`src/rtl/dlm_pkg.sv`:
```
package dlm_pkg;

   typedef enum logic [3:0] {
      ST_RESET       = 4'd0,
      ST_CLOSED      = 4'd1,
      ST_CLOSING     = 4'd2,
      ST_OPENED      = 4'd3,
      ST_OPENING     = 4'd4,
      ST_TIMEOUT_OPN = 4'd5,
      ST_TIMEOUT_CLS = 4'd6,
      ST_ERROR       = 4'd7,
      ST_MANUAL      = 4'd8
   } state_type;

   typedef enum logic [3:0] {
      EV_NONE         = 4'd0,
      EV_CMD_OPEN     = 4'd1,
      EV_CMD_CLOSE    = 4'd2,
      EV_CMD_TOGGLE   = 4'd3,
      EV_BTN_TOGGLE   = 4'd4,
      EV_CARD         = 4'd5,
      EV_OPEN_FIN     = 4'd6,
      EV_CLOSE_FIN    = 4'd7,
      EV_MOVE_TIMEOUT = 4'd8
   } event_type;

   typedef enum logic [1:0] {
      LIM_NONE  = 2'd0,
      LIM_OPEN  = 2'd1,
      LIM_CLOSE = 2'd2,
      LIM_BOTH  = 2'd3
   } limit_type;

   typedef enum logic [1:0] {
      START_NONE  = 2'd0,
      START_OPEN  = 2'd1,
      START_CLOSE = 2'd2
   } start_type;

   localparam logic [3:0] LED_UNSET = 4'd0;

   typedef struct packed {
      logic [1:0] limit_switches;
      logic [3:0] event_code;
   } req_type;

   typedef struct packed {
      logic [3:0] door_state;
      logic [3:0] led_pattern;
      logic [1:0] motor_start;
      logic       event_rejected;
   } rsp_type;

   typedef struct packed {
      state_type  door_state;
      logic [3:0] led_pattern;
   } ctx_type;

endpackage

```
`src/rtl/dlm_step.sv`:
```
module dlm_step (
   input  dlm_pkg::ctx_type cur_ctx,
   input  dlm_pkg::req_type item,
   output dlm_pkg::ctx_type nxt_ctx,
   output dlm_pkg::rsp_type result
);
   import dlm_pkg::*;

   state_type  s0, s1, s2;
   logic [3:0] led1, led2;
   start_type  st1, st2, st_evt;
   logic       rej;
   logic [1:0] lim;
   logic [3:0] ev;

   assign s0  = cur_ctx.door_state;
   assign lim = item.limit_switches;
   assign ev  = item.event_code;

   // limit stage
   always_comb begin
      s1 = s0;
      if (lim == LIM_BOTH) begin
         s1 = ST_ERROR;
      end else if (s0 != ST_CLOSING && s0 != ST_OPENING) begin
         case (lim)
            LIM_OPEN:  s1 = ST_OPENED;
            LIM_CLOSE: s1 = ST_CLOSED;
            default: begin
               case (s0)
                  ST_RESET:  s1 = ST_CLOSING;
                  ST_ERROR,
                  ST_CLOSED,
                  ST_OPENED: s1 = ST_MANUAL;
                  default:   s1 = s0;
               endcase
            end
         endcase
      end
   end

   assign led1 = (s1 != s0) ? s1 : cur_ctx.led_pattern;
   assign st1  = (s1 != s0 && s1 == ST_CLOSING) ? START_CLOSE :
                 (s1 != s0 && s1 == ST_OPENING) ? START_OPEN  : START_NONE;

   // event stage
   always_comb begin
      s2  = s1;
      rej = (ev != EV_NONE);
      case (s1)
         ST_CLOSING,
         ST_OPENING: begin
            case (ev)
               EV_NONE:         rej = 1'b0;
               EV_OPEN_FIN: begin
                  s2  = ST_OPENED;
                  rej = 1'b0;
               end
               EV_CLOSE_FIN: begin
                  s2  = ST_CLOSED;
                  rej = 1'b0;
               end
               EV_MOVE_TIMEOUT: begin
                  s2  = (s1 == ST_OPENING) ? ST_TIMEOUT_OPN : ST_TIMEOUT_CLS;
                  rej = 1'b0;
               end
               default:         rej = 1'b1;
            endcase
         end
         ST_CLOSED,
         ST_OPENED,
         ST_MANUAL,
         ST_TIMEOUT_OPN,
         ST_TIMEOUT_CLS: begin
            case (ev)
               EV_NONE:      rej = 1'b0;
               EV_CMD_OPEN: begin
                  s2  = ST_OPENING;
                  rej = 1'b0;
               end
               EV_CMD_CLOSE: begin
                  s2  = ST_CLOSING;
                  rej = 1'b0;
               end
               EV_CMD_TOGGLE,
               EV_BTN_TOGGLE,
               EV_CARD: begin
                  s2  = (s1 == ST_CLOSED || s1 == ST_TIMEOUT_CLS) ? ST_OPENING : ST_CLOSING;
                  rej = 1'b0;
               end
               default:      rej = 1'b1;
            endcase
         end
         default: rej = (ev != EV_NONE);
      endcase
   end

   assign led2   = (s2 != s1) ? s2 : led1;
   assign st_evt = (s2 != s1 && s2 == ST_CLOSING) ? START_CLOSE :
                   (s2 != s1 && s2 == ST_OPENING) ? START_OPEN  : START_NONE;
   assign st2    = (st_evt != START_NONE) ? st_evt : st1;

   assign nxt_ctx.door_state  = s2;
   assign nxt_ctx.led_pattern = led2;

   assign result.door_state     = s2;
   assign result.led_pattern    = led2;
   assign result.motor_start    = st2;
   assign result.event_rejected = rej;

endmodule

```
`src/rtl/door_lock_motion_fsm.sv`:
```
// channel | direction | handshake          | payload
// req     | in        | req_valid/req_stall | limit_switches, event_code
// rsp     | out       | rsp_valid/rsp_stall | door_state, led_pattern, motor_start,
//         |           |                     | event_rejected
//
// One item per cycle sustained while rsp_stall is low; the path runs from the input
// register through the limit and event transition logic into the result register.
// Synchronous active-high reset: state to reset, LED pattern unset, both stages empty.
// rsp_stall holds the result register and, once the input register is full, stalls req.
module door_lock_motion_fsm (
   input  logic             clock,
   input  logic             reset,
   input  logic             req_valid,
   output logic             req_stall,
   input  dlm_pkg::req_type req_item,
   output logic             rsp_valid,
   input  logic             rsp_stall,
   output dlm_pkg::rsp_type rsp_item
);
   import dlm_pkg::*;

   logic    in_valid_ff, in_valid_in;
   req_type in_item_ff;
   logic    rsp_valid_ff, rsp_valid_in;
   rsp_type rsp_item_ff;
   ctx_type ctx_ff, ctx_in;
   rsp_type step_rsp;
   logic    adv, req_take;

   assign adv       = !rsp_valid_ff || !rsp_stall;
   assign req_stall = in_valid_ff && !adv;
   assign req_take  = req_valid && !req_stall;

   dlm_step u_step (
      .cur_ctx (ctx_ff),
      .item    (in_item_ff),
      .nxt_ctx (ctx_in),
      .result  (step_rsp)
   );

   always_comb begin
      in_valid_in  = req_take ? 1'b1 : (adv ? 1'b0 : in_valid_ff);
      rsp_valid_in = (in_valid_ff && adv) ? 1'b1 : (rsp_stall ? rsp_valid_ff : 1'b0);
   end

   always_ff @(posedge clock) begin
      if (reset) begin
         in_valid_ff            <= 1'b0;
         rsp_valid_ff           <= 1'b0;
         ctx_ff.door_state      <= ST_RESET;
         ctx_ff.led_pattern     <= LED_UNSET;
      end else begin
         in_valid_ff  <= in_valid_in;
         rsp_valid_ff <= rsp_valid_in;
         if (in_valid_ff && adv) begin
            ctx_ff <= ctx_in;
         end
      end
   end

   always_ff @(posedge clock) begin
      if (req_take) begin
         in_item_ff <= req_item;
      end
      if (in_valid_ff && adv) begin
         rsp_item_ff <= step_rsp;
      end
   end

   assign rsp_valid = rsp_valid_ff;
   assign rsp_item  = rsp_item_ff;

   a_no_reset_state: assert property (@(posedge clock) disable iff (reset)
      rsp_valid |-> rsp_item.door_state != ST_RESET)
      else $error("result reports reset state");

   a_led_tracks_state: assert property (@(posedge clock) disable iff (reset)
      rsp_valid |-> rsp_item.led_pattern == rsp_item.door_state)
      else $error("led pattern out of step with state");

   a_in_hold: assert property (@(posedge clock) disable iff (reset)
      in_valid_ff && !adv |=> in_valid_ff && $stable(in_item_ff) && $stable(ctx_ff))
      else $error("input register lost a stalled item");

   a_stall_full: assert property (@(posedge clock) disable iff (reset)
      req_stall |-> in_valid_ff && rsp_valid_ff)
      else $error("req stalled with room in the pipeline");

endmodule
```
`config.mk`:
```
export PLATFORM = sky130hd
export DESIGN_NAME = door_lock_motion_fsm
export DESIGN_NICKNAME = d
export VERILOG_FILES = /design/src/rtl/dlm_pkg.sv /design/src/rtl/dlm_step.sv /design/src/rtl/door_lock_motion_fsm.sv
export SDC_FILE = /design/constraint.sdc
export NUM_CORES = 1
export LEC_CHECK = 0
export ABC_AREA = 1
export BUFFER_PORTS_ARGS = -buffer_cell sky130_fd_sc_hd__buf_2
export CAP_MARGIN = 25
export CORE_UTILIZATION = 30
export DETAILED_ROUTE_END_ITERATION = 10
export GPL_ROUTABILITY_DRIVEN = 0
export GPL_TIMING_DRIVEN = 1
export SYNTH_ARGS = -nofsm -noshare
export SYNTH_HDL_FRONTEND = slang
export SYNTH_HIERARCHICAL = 1
export SYNTH_SLANG_ARGS = --single-unit
```
`constraint.sdc`:
```
create_clock -name clock -period 2.84 [get_ports clock]
set_input_delay 0.426 -clock clock [delete_from_list [all_inputs] [get_ports clock]]
set_output_delay 0.426 -clock clock [all_outputs]
set_load 0.02 [all_outputs]
```
==> flow_metrics.tcl, run 1 <==
set metrics [dict create \
    dp.cells 348 \
    drive_gt1_frac 0.3182 \
    yosysUniqueCellTypes 36 \
    synth_top_family_by_area "simple AND/OR/NAND/NOR gates" \
    drt_wl_total_mm 4.334 \
    ios 23 \
    timing.final.max_slew_violations 0 \
    antenna_found_initial 0 \
    fmax_mhz 364.9 \
    cp.arrival_ps 2800 \
    ys_warn_count 6 \
    fin_skew_ps 2.543 \
    clockBufferDepth 2 \
    route.detailed.drc 0 \
    clock-sinks 27 \
    die_width_um 83.05 \
    fp.coreArea_um2 6350 \
    p_leak_nw 1.041 \
    finalHoldViolCount 0 \
    netlist_instances 257 \
    synth_compound_area_frac 0.1111 \
    final_cell_area_um2 2306 \
    clock_latency_ps 280 \
    ys_ff_latch 27 \
    utilization 0.3632 \
    synth.avg_cell_area_um2 7.668 \
    outcome "complete, no violations" \
    required_ps 2900 \
    rows 29 \
    final.min_clock_period_ps 2740 \
    synth-simple-area-share 0.3892 \
    fin_crit_sh 0.9649 \
    synth-xor-area-share 0.004444 \
    fillers 642 \
    grt_max_degree 19 \
    critPathMaxFanout 8 \
    overflow 0 \
    gr-usage-all-layers 0.1214 \
    powerDensity_nw_per_um2 597.5 \
    cts_root_buf "clkbuf_8" \
    syn_nets 269 \
    seq_area_frac_synth 0.3606 \
    grt_setup_unrepaired "yes" \
    postCtsHoldBufs 0 \
    portBuffers 22 \
    worstSetupStartpointType "flip-flop" \
    peakVddDrop_mv 0.2226 \
    initial_core_util 0.3103 \
    grt_pass1_wl_mm 6.803 \
    max_cap_violations 0 \
    first_iter_violations 90 \
    diodes 0 \
    maxSlewHeadroom 0.5839 \
    final_cells 363 \
    via_per_inst 4.658 \
    crit_start "in_item_ff[5]" \
    critical_path_class "reg2reg" \
    cts_made_buffers 3 \
    num_vias 1691 \
    cts_htree_levels 1 \
    synthMuxAreaShare 0 \
    min_from "req_item[5]" \
    synth_fa_ha_area_frac 0.01270 \
    r2r_start "in_item_ff[5]" \
    setup_viol 0 \
    die_h_um 83.05 \
    tightest_slew_ps 623.3 \
    dr.pass1.iters 4 \
    ant_nets 0 \
    netlist_area_um2 1971 \
    avgRoutedWirePerCell_um 11.94 \
    dpl.hpwl_mm 3.108 \
    placed_area_um2 2110 \
    hold_ws_ps 307.0 \
    nets 299 \
    end_kind "flip-flop" \
    grt_pass1_vias 1500 \
    areaGrowthSynthToFinish_pct 17.02 \
    hold_class "in2reg" \
    dieArea_um2 6897 \
    path_clk_slew_ps 100 \
    tritoncts "done" \
]
-- layout make-up --
| class | count | area, um2 | area share |
|---|---|---|---|
| Timing Repair Buffer | 37 | 222.7 | 0.09658 |
| Clock inverter | 1 | 7.507 | 0.003256 |
| Inverter | 36 | 145.1 | 0.06294 |
| Sequential cell | 27 | 710.7 | 0.3082 |
| Tap cell | 77 | 96.34 | 0.04178 |
| Clock buffer | 3 | 41.29 | 0.01791 |
| Multi-Input combinational cell | 182 | 1082 | 0.4693 |
-- final timing paths --
path,end,cells past startpoint,slack [ps]
hold / removal,in_item_ff[5],1,310
setup / recovery,rsp_item[5],20,100
setup reg to reg,rsp_item[5],20,100
hold reg to reg,ctx_ff[2],2,490
-- critical path, stage by stage (launching register included) --
cell and delay [ps]:
edfxtp_1 410, inv_2 90, ha_4 210, or2_1 200, nand2_1 50, inv_1 40
nand2_2 80, nand3_4 160, nor2_4 190, nand3_2 100, nand3_4 120, nor2_4 40
nor2_4 130, nand2_4 80, nand2_4 60, nand2_4 60, nor2_8 140, nand2_4 80
nand2_2 70, nand2_2 60, buf_4 130
-- metrics by stage --
stage / total power [W] / setup WS, ps / TNS, ps
detailed placement: 0.001057 / 107.6 / 0
global route: 0.001470 / -80.86 / -375.8
global placement: 0.001051 / 160.6 / 0
floorplan: 0.0009934 / 284.9 / 0
finish: 0.001378 / 99.59 / 0
CTS: 0.001295 / 90.33 / 0
-- metal layers --
| metal | global-route usage | routed length, um | vias to the layer above |
|---|---|---|---|
| li1 | - | - | 902 |
| met1 | 0.1630 | 2048 | 743 |
| met2 | 0.1923 | 2077 | 40 |
| met3 | 0.02982 | 154 | 6 |
| met4 | 0.03762 | 53 | 0 |
| met5 | 0 | 0 | - |
-- cell usage after synthesis --
cell type	n	area share
dfxtp_1	10	0.10
nor3_1	5	0.013
o21ai_0	8	0.020
ha_1	2	0.013
o21ai_1	4	0.010
a21oi_1	14	0.036
o211ai_1	2	0.0076
or2_1	2	0.0063
inv_1	31	0.059
nand2_4	8	0.046
xor2_1	1	0.0044
a21boi_0	1	0.0038
buf_4	10	0.038
nand2_2	7	0.022
nor2_4	2	0.011
inv_2	3	0.0057
inv_6	1	0.0044
a21oi_2	1	0.0044
nand3_1	23	0.058
nor2_1	25	0.048
nor2_8	1	0.010
nand4_1	5	0.016
buf_6	2	0.011
nor2_2	5	0.016
edfxtp_1	17	0.26
nand3_4	3	0.027
inv_4	1	0.0032
a22oi_1	1	0.0038
o31ai_1	1	0.0038
a31oi_1	1	0.0032
a32o_1	1	0.0051
o2111ai_1	1	0.0044
a41oi_1	1	0.0044
o21ai_2	1	0.0044
nand2_1	53	0.10
nand3_2	3	0.015
-- state kept, by name, summed over array words and instances, names as in the netlist --
name         count
ctx_ff           8
rsp_item        11
in_item_ff       6
in_valid_ff      1
rsp_valid        1
-- logic make-up (layout without fill, tap and decap cells) --
kind of cell / count (synthesis) / in the layout
AND/OR/NAND/NOR: 142 / 142
buffers and inverters: 48 / 77
flip-flops: 27 / 27
AO/OA/AOI/OAI: 37 / 37
adder cells (fa/ha/maj): 2 / 2
XOR/XNOR: 1 / 1
-- cells in the final DEF, fill, tap and decap left out --
cell,netlist,routed
o211ai_1,2,2
o31ai_1,1,1
inv_6,1,1
a21oi_1,14,14
nand3_2,3,6
nand2_4,8,9
o21ai_2,1,1
inv_4,1,2
nor3_1,5,5
nor2_2,5,4
nand2_1,53,48
inv_1,31,27
o21ai_1,4,4
a41oi_1,1,1
a21oi_2,1,1
nor2_1,25,25
ha_4,0,1
nor2_8,1,1
nand3_1,23,19
o2111ai_1,1,1
inv_2,3,6
a31oi_1,1,1
or2_1,2,2
o21ai_0,8,8
a21boi_0,1,1
clkbuf_8,0,3
nor2_4,2,3
buf_2,0,22
nand4_1,5,5
nand3_4,3,4
edfxtp_1,17,17
nand2_2,7,11
dfxtp_1,10,10
a22oi_1,1,1
ha_1,2,1
clkinvlp_4,0,1
xor2_1,1,1
a32o_1,1,1
buf_4,10,15
-- report_power, final --
group | total [W] | internal (W) | switching (W) | leakage (nW)
Clock | 0.000238 | 0.000100 | 0.000138 | 0.0217
Sequential | 0.000494 | 0.000470 | 0.0000237 | 0.246
Combinational | 0.000646 | 0.000241 | 0.000405 | 0.773
Total | 0.00138 | 0.000811 | 0.000567 | 1.04
-- timing repair --
item | 4_1_cts | 5_1_grt
resized for setup | 0 | 18
buffers inserted | 0 | 11
setup endpoints to repair | 0 | 7
No activity file was read; power rests on OpenSTA's default activity.
==> run 2, diff against run 1 <==
Settings changed: RECOVER_POWER set to 50.
==> flow_metrics.tcl, run 2 (same netlist as run 1, synthesis figures left out) <==
set metrics [dict create \
    finalHoldViolCount 0 \
    cp.arrival_ps 2800 \
    die_h_um 83.05 \
    fin_crit_sh 0.9649 \
    cts_root_buf "clkbuf_8" \
    clkPwrFrac 0.173 \
    outcome "complete, no violations" \
    placed_area_um2 2110 \
    ant_nets 0 \
    dr.pass1.iters 4 \
    fmax_mhz 364.9 \
    tritoncts "done" \
    final_common_cell "nand2_1" \
    diodes 0 \
    setup_viol 0 \
    p_switching_w 0.0005674 \
    num_vias 1695 \
    areaGrowthSynthToFinish_pct 16.06 \
    crit_top_cell "nand2_4" \
    rows 29 \
    grt_max_degree 19 \
    dpl.hpwl_mm 3.108 \
    overflow 0 \
    slowest_stage "edfxtp_1" \
    dp.cells 348 \
    swShare 0.4135 \
    clockBufferDepth 2 \
    required_ps 2900 \
    largest_register_ffs 11 \
    layout_common_cells "nand2_1, inv_1, nor2_1, nand3_1, edfxtp_1" \
    timing.final.max_slew_violations 0 \
    die_width_um 83.05 \
    maxSlewHeadroom 0.5678 \
    clock_latency_ps 280 \
    drive_gt1_frac 0.2727 \
    via_per_inst 4.669 \
    cts_htree_levels 1 \
    utilization 0.3602 \
    worstSetupStartpointType "flip-flop" \
    hold_class "in2reg" \
    grt_pass1_wl_mm 6.803 \
    final_cell_area_um2 2287 \
    avgRoutedWirePerCell_um 11.99 \
    dieArea_um2 6897 \
    grt_pass1_vias 1500 \
    power_w 0.001372 \
    gr-usage-all-layers 0.1214 \
    peakVddDrop_mv 0.2222 \
    critical_path_class "reg2reg" \
    first_iter_violations 91 \
    clock-sinks 27 \
    max_cap_violations 0 \
    antenna_found_initial 0 \
    end_kind "flip-flop" \
    final_cells 363 \
    p_int_w 0.0008050 \
    nets 299 \
    crit_chain "inv_2, ha_4, or2_1, nand2_1, inv_1, nand2_2, nand3_4, nor2_4, nand3_2, nand3_4, nor2_4, nor2_4, nand2_4, nand2_4, nand2_4, nor2_8, nand2_4, nand2_2, nand2_2, buf_4" \
    powerDensity_nw_per_um2 600.0 \
    final.min_clock_period_ps 2740 \
    path_clk_slew_ps 100 \
    initial_core_util 0.3103 \
    fp.coreArea_um2 6350 \
    seqPwrFrac 0.360 \
    route.detailed.drc 0 \
    drt_wl_total_mm 4.353 \
    portBuffers 22 \
    max_stage_delay_ps 410 \
    tightest_slew_ps 648.3 \
    critPathMaxFanout 8 \
    p_leak_nw 1.002 \
    cts_made_buffers 3 \
    ios 23 \
    grt_setup_unrepaired "yes" \
    p_comb_frac 0.466 \
    fin_skew_ps 2.438 \
]
## run 2: layer usage
metal  GRT usage  vias up  wire (um)
met3     0.02982        8        162
met4     0.03762        0         63
li1            -      902          -
met2      0.1923       44       2066
met5           0        -          0
met1      0.1630      741       2061
## run 2: final cells by class
type,count,area [um2]
clock buffers,3,41.29
clock inverters,1,7.507
fillers,640,4063
inverters,36,145.1
multi-input cells,182,1082
flip-flops and latches,27,710.7
well taps,77,96.34
repair buffers,37,203.9
## run 2: per-stage QoR
step / setup WS [ps] / TNS (ps) / hold WS (ps)
after CTS: 90.33 / 0 / 304.4
after global routing: -80.86 / -375.8 / 296.9
final: 99.80 / 0 / 307.7
after detailed placement: 107.6 / 0 / 483.7
after floorplan: 284.9 / 0 / 446.0
after global placement: 160.6 / 0 / 475.1
## run 2: power groups by stage
stage	Clock, W	Combinational, W	Sequential, W
after floorplan	0	0.000472	0.000522
after global placement	0	0.000549	0.000502
after detailed placement	0	0.000554	0.000503
after CTS	0.000245	0.000556	0.000494
after global routing	0.000258	0.000707	0.000500
final	0.000238	0.000640	0.000495
## run 2: path summary, 6_finish.rpt
kind,to,cells past startpoint,slack (ps),from
max reg2reg,rsp_item[5],20,100,in_item_ff[5]
max,rsp_item[5],20,100,in_item_ff[5]
min,in_item_ff[5],1,310,req_item[5]
min reg2reg,ctx_ff[2],2,490,ctx_ff[2]
## run 2: repair_timing
item / CTS / global route
hold buffers: 0 / 0
setup buffers: 0 / 11
gates resized for setup: 0 / 18
endpoints found under the setup margin: 0 / 7
## run 2: critical path: cells and delay by family (launching register included)
| kind | cells | cell delay, ps |
|---|---|---|
| adders and majority gates | 1 | 210 |
| and+or+nand+nor | 16 | 1620 |
| buffers and inverters | 3 | 260 |
| DFF | 1 | 410 |
==> run 3, diff against run 2 <==
Settings changed: BUFFER_PORTS_ARGS -buffer_cell sky130_fd_sc_hd__buf_2 to unset, DONT_BUFFER_PORTS set to 1.
==> flow_metrics.tcl, run 3 (same netlist as run 1, synthesis figures left out) <==
set metrics [dict create \
    outcome "complete, no violations" \
    slowest_stage "edfxtp_1" \
    path_clk_slew_ps 100 \
    min_from "reset" \
    drive_gt1_frac 0.2205 \
    clockBufferDepth 2 \
    cts_made_buffers 3 \
    max_cap_violations 0 \
    ios 23 \
    dieArea_um2 6897 \
    powerDensity_nw_per_um2 608.4 \
    fp.coreArea_um2 6350 \
    gr-usage-all-layers 0.1159 \
    peakVddDrop_mv 0.2624 \
    fmax_mhz 375.8 \
    first_iter_violations 106 \
    final_cell_area_um2 2136 \
    power_w 0.001299 \
    die_width_um 83.05 \
    cts_htree_levels 1 \
    clock_latency_ps 280 \
    rows 29 \
    diodes 0 \
    cts_root_buf "clkbuf_8" \
    via_per_inst 4.776 \
    maxSlewHeadroom 0.5802 \
    dpl.hpwl_mm 3.051 \
    ant_nets 0 \
    tightest_slew_ps 629.6 \
    overflow 0 \
    end_kind "flip-flop" \
    finalHoldViolCount 0 \
    crit_chain "inv_2, ha_4, or2_1, nand2_1, inv_1, nand2_2, nand3_4, nand2_4, nor2_1, nor2_2, nand2_4, nand3_4, nand2_4, nand2_2, nand2_4, nor2_8, nand2_4, nand2_1, nand2_2, inv_1, nand3_1, nand2_1, nor2_1" \
    seqPwrFrac 0.402 \
    hold_depth 1 \
    required_ps 3020 \
    route.detailed.drc 0 \
    swShare 0.3985 \
    p_switching_w 0.0005178 \
    layout_common_cells "nand2_1, inv_1, nor2_1, nand3_1, edfxtp_1" \
    avgRoutedWirePerCell_um 11.75 \
    grt_pass1_vias 1344 \
    final.min_clock_period_ps 2661 \
    timing.final.max_slew_violations 0 \
    fillers 653 \
    cp.arrival_ps 2840 \
    p_int_w 0.0007816 \
    dr.pass1.iters 5 \
    antenna_found_initial 0 \
    critPathMaxFanout 7 \
    critical_path_class "reg2reg" \
    largest_register_ffs 11 \
    r2r_start "in_item_ff[5]" \
    fin_crit_sh 0.9369 \
    clkPwrFrac 0.174 \
    tritoncts "done" \
    hold_class "in2reg" \
    nets 276 \
    grt_pass1_wl_mm 6.437 \
    worstSetupStartpointType "flip-flop" \
    max_stage_delay_ps 410 \
    p_comb_frac 0.424 \
    final_common_cell "nand2_1" \
    grt_max_degree 19 \
    die_h_um 83.05 \
    placed_area_um2 1999 \
    clock-sinks 27 \
    portBuffers 0 \
    crit_top_cell "nand2_4" \
    num_vias 1624 \
    fin_skew_ps 9.725 \
    setup_viol 0 \
    crit_start "in_item_ff[5]" \
    drt_wl_total_mm 3.996 \
    areaGrowthSynthToFinish_pct 8.381 \
    p_leak_nw 0.9294 \
    reg2reg_depth 23 \
    initial_core_util 0.3103 \
]
## run 3: cell types whose count changed in the layout (fill, tap and decap cells not counted), moves of 2 or more
cell	previous run	this run
nand3_1	19	23
nand3_2	6	3
nand2_1	48	52
inv_1	27	29
buf_2	10	0
clkbuf_1	13	1
nand2_2	11	8
## run 3: area by class of cell
class,instances,area [um2],share of cell area
timing repair buffer,14,101.3,0.04745
tap,77,96.34,0.04511
inverter,36,142.6,0.06678
clock inverter,1,7.507,0.003515
clock buffer,3,41.29,0.01933
sequential,27,711.9,0.3333
multi-input combinational,182,1035,0.4845
## run 3: worst max-delay path: cells and delay by family (launching register included)
kind / cells / cell delay [ps]
and+or+nand+nor: 19 / 1770
adders and majority gates: 1 / 210
buffers and inverters: 3 / 180
DFF: 1 / 410
## run 3: what timing repair did
item	4_1_cts	5_1_grt
setup buffers	0	10
hold buffers	0	0
resized for setup	0	5
setup endpoints to repair	0	6
## run 3: power by group through the flow
stage / logic, W / clock network [W] / registers [W]
2_1_floorplan: 0.000472 / 0 / 0.000522
3_3_place_gp: 0.000498 / 0 / 0.000531
3_5_place_dp: 0.000502 / 0 / 0.000531
4_1_cts: 0.000504 / 0.000242 / 0.000522
5_1_grt: 0.000616 / 0.000259 / 0.000528
6_report: 0.000551 / 0.000226 / 0.000523
## run 3: final timing paths
kind          endpoint  slack (ps)
max          ctx_ff[1]         180
min          rsp_valid         200
max reg2reg  ctx_ff[1]         180
min reg2reg  ctx_ff[0]         500
## run 3: metal layers
| layer | part of all wire | GRT usage |
|---|---|---|
| met2 | 0.47 | 0.1863 |
| met4 | 0.0055 | 0.01881 |
| met5 | 0 | 0 |
| met3 | 0.049 | 0.02783 |
| met1 | 0.48 | 0.1603 |
## run 3: per-stage QoR
stage          setup WS, ps  utilization  std cells  hold WS [ps]  TNS (ps)
3_5_place_dp          99.37       0.3149        326         474.9         0
5_1_grt              -27.34       0.3364        340         176.2    -63.59
6_report              179.3       0.3364        340         200.5         0
3_3_place_gp          170.1       0.3149        326         471.1         0
4_1_cts               89.51       0.3226        330         188.2         0
2_1_floorplan         284.9            -        257         446.0         0
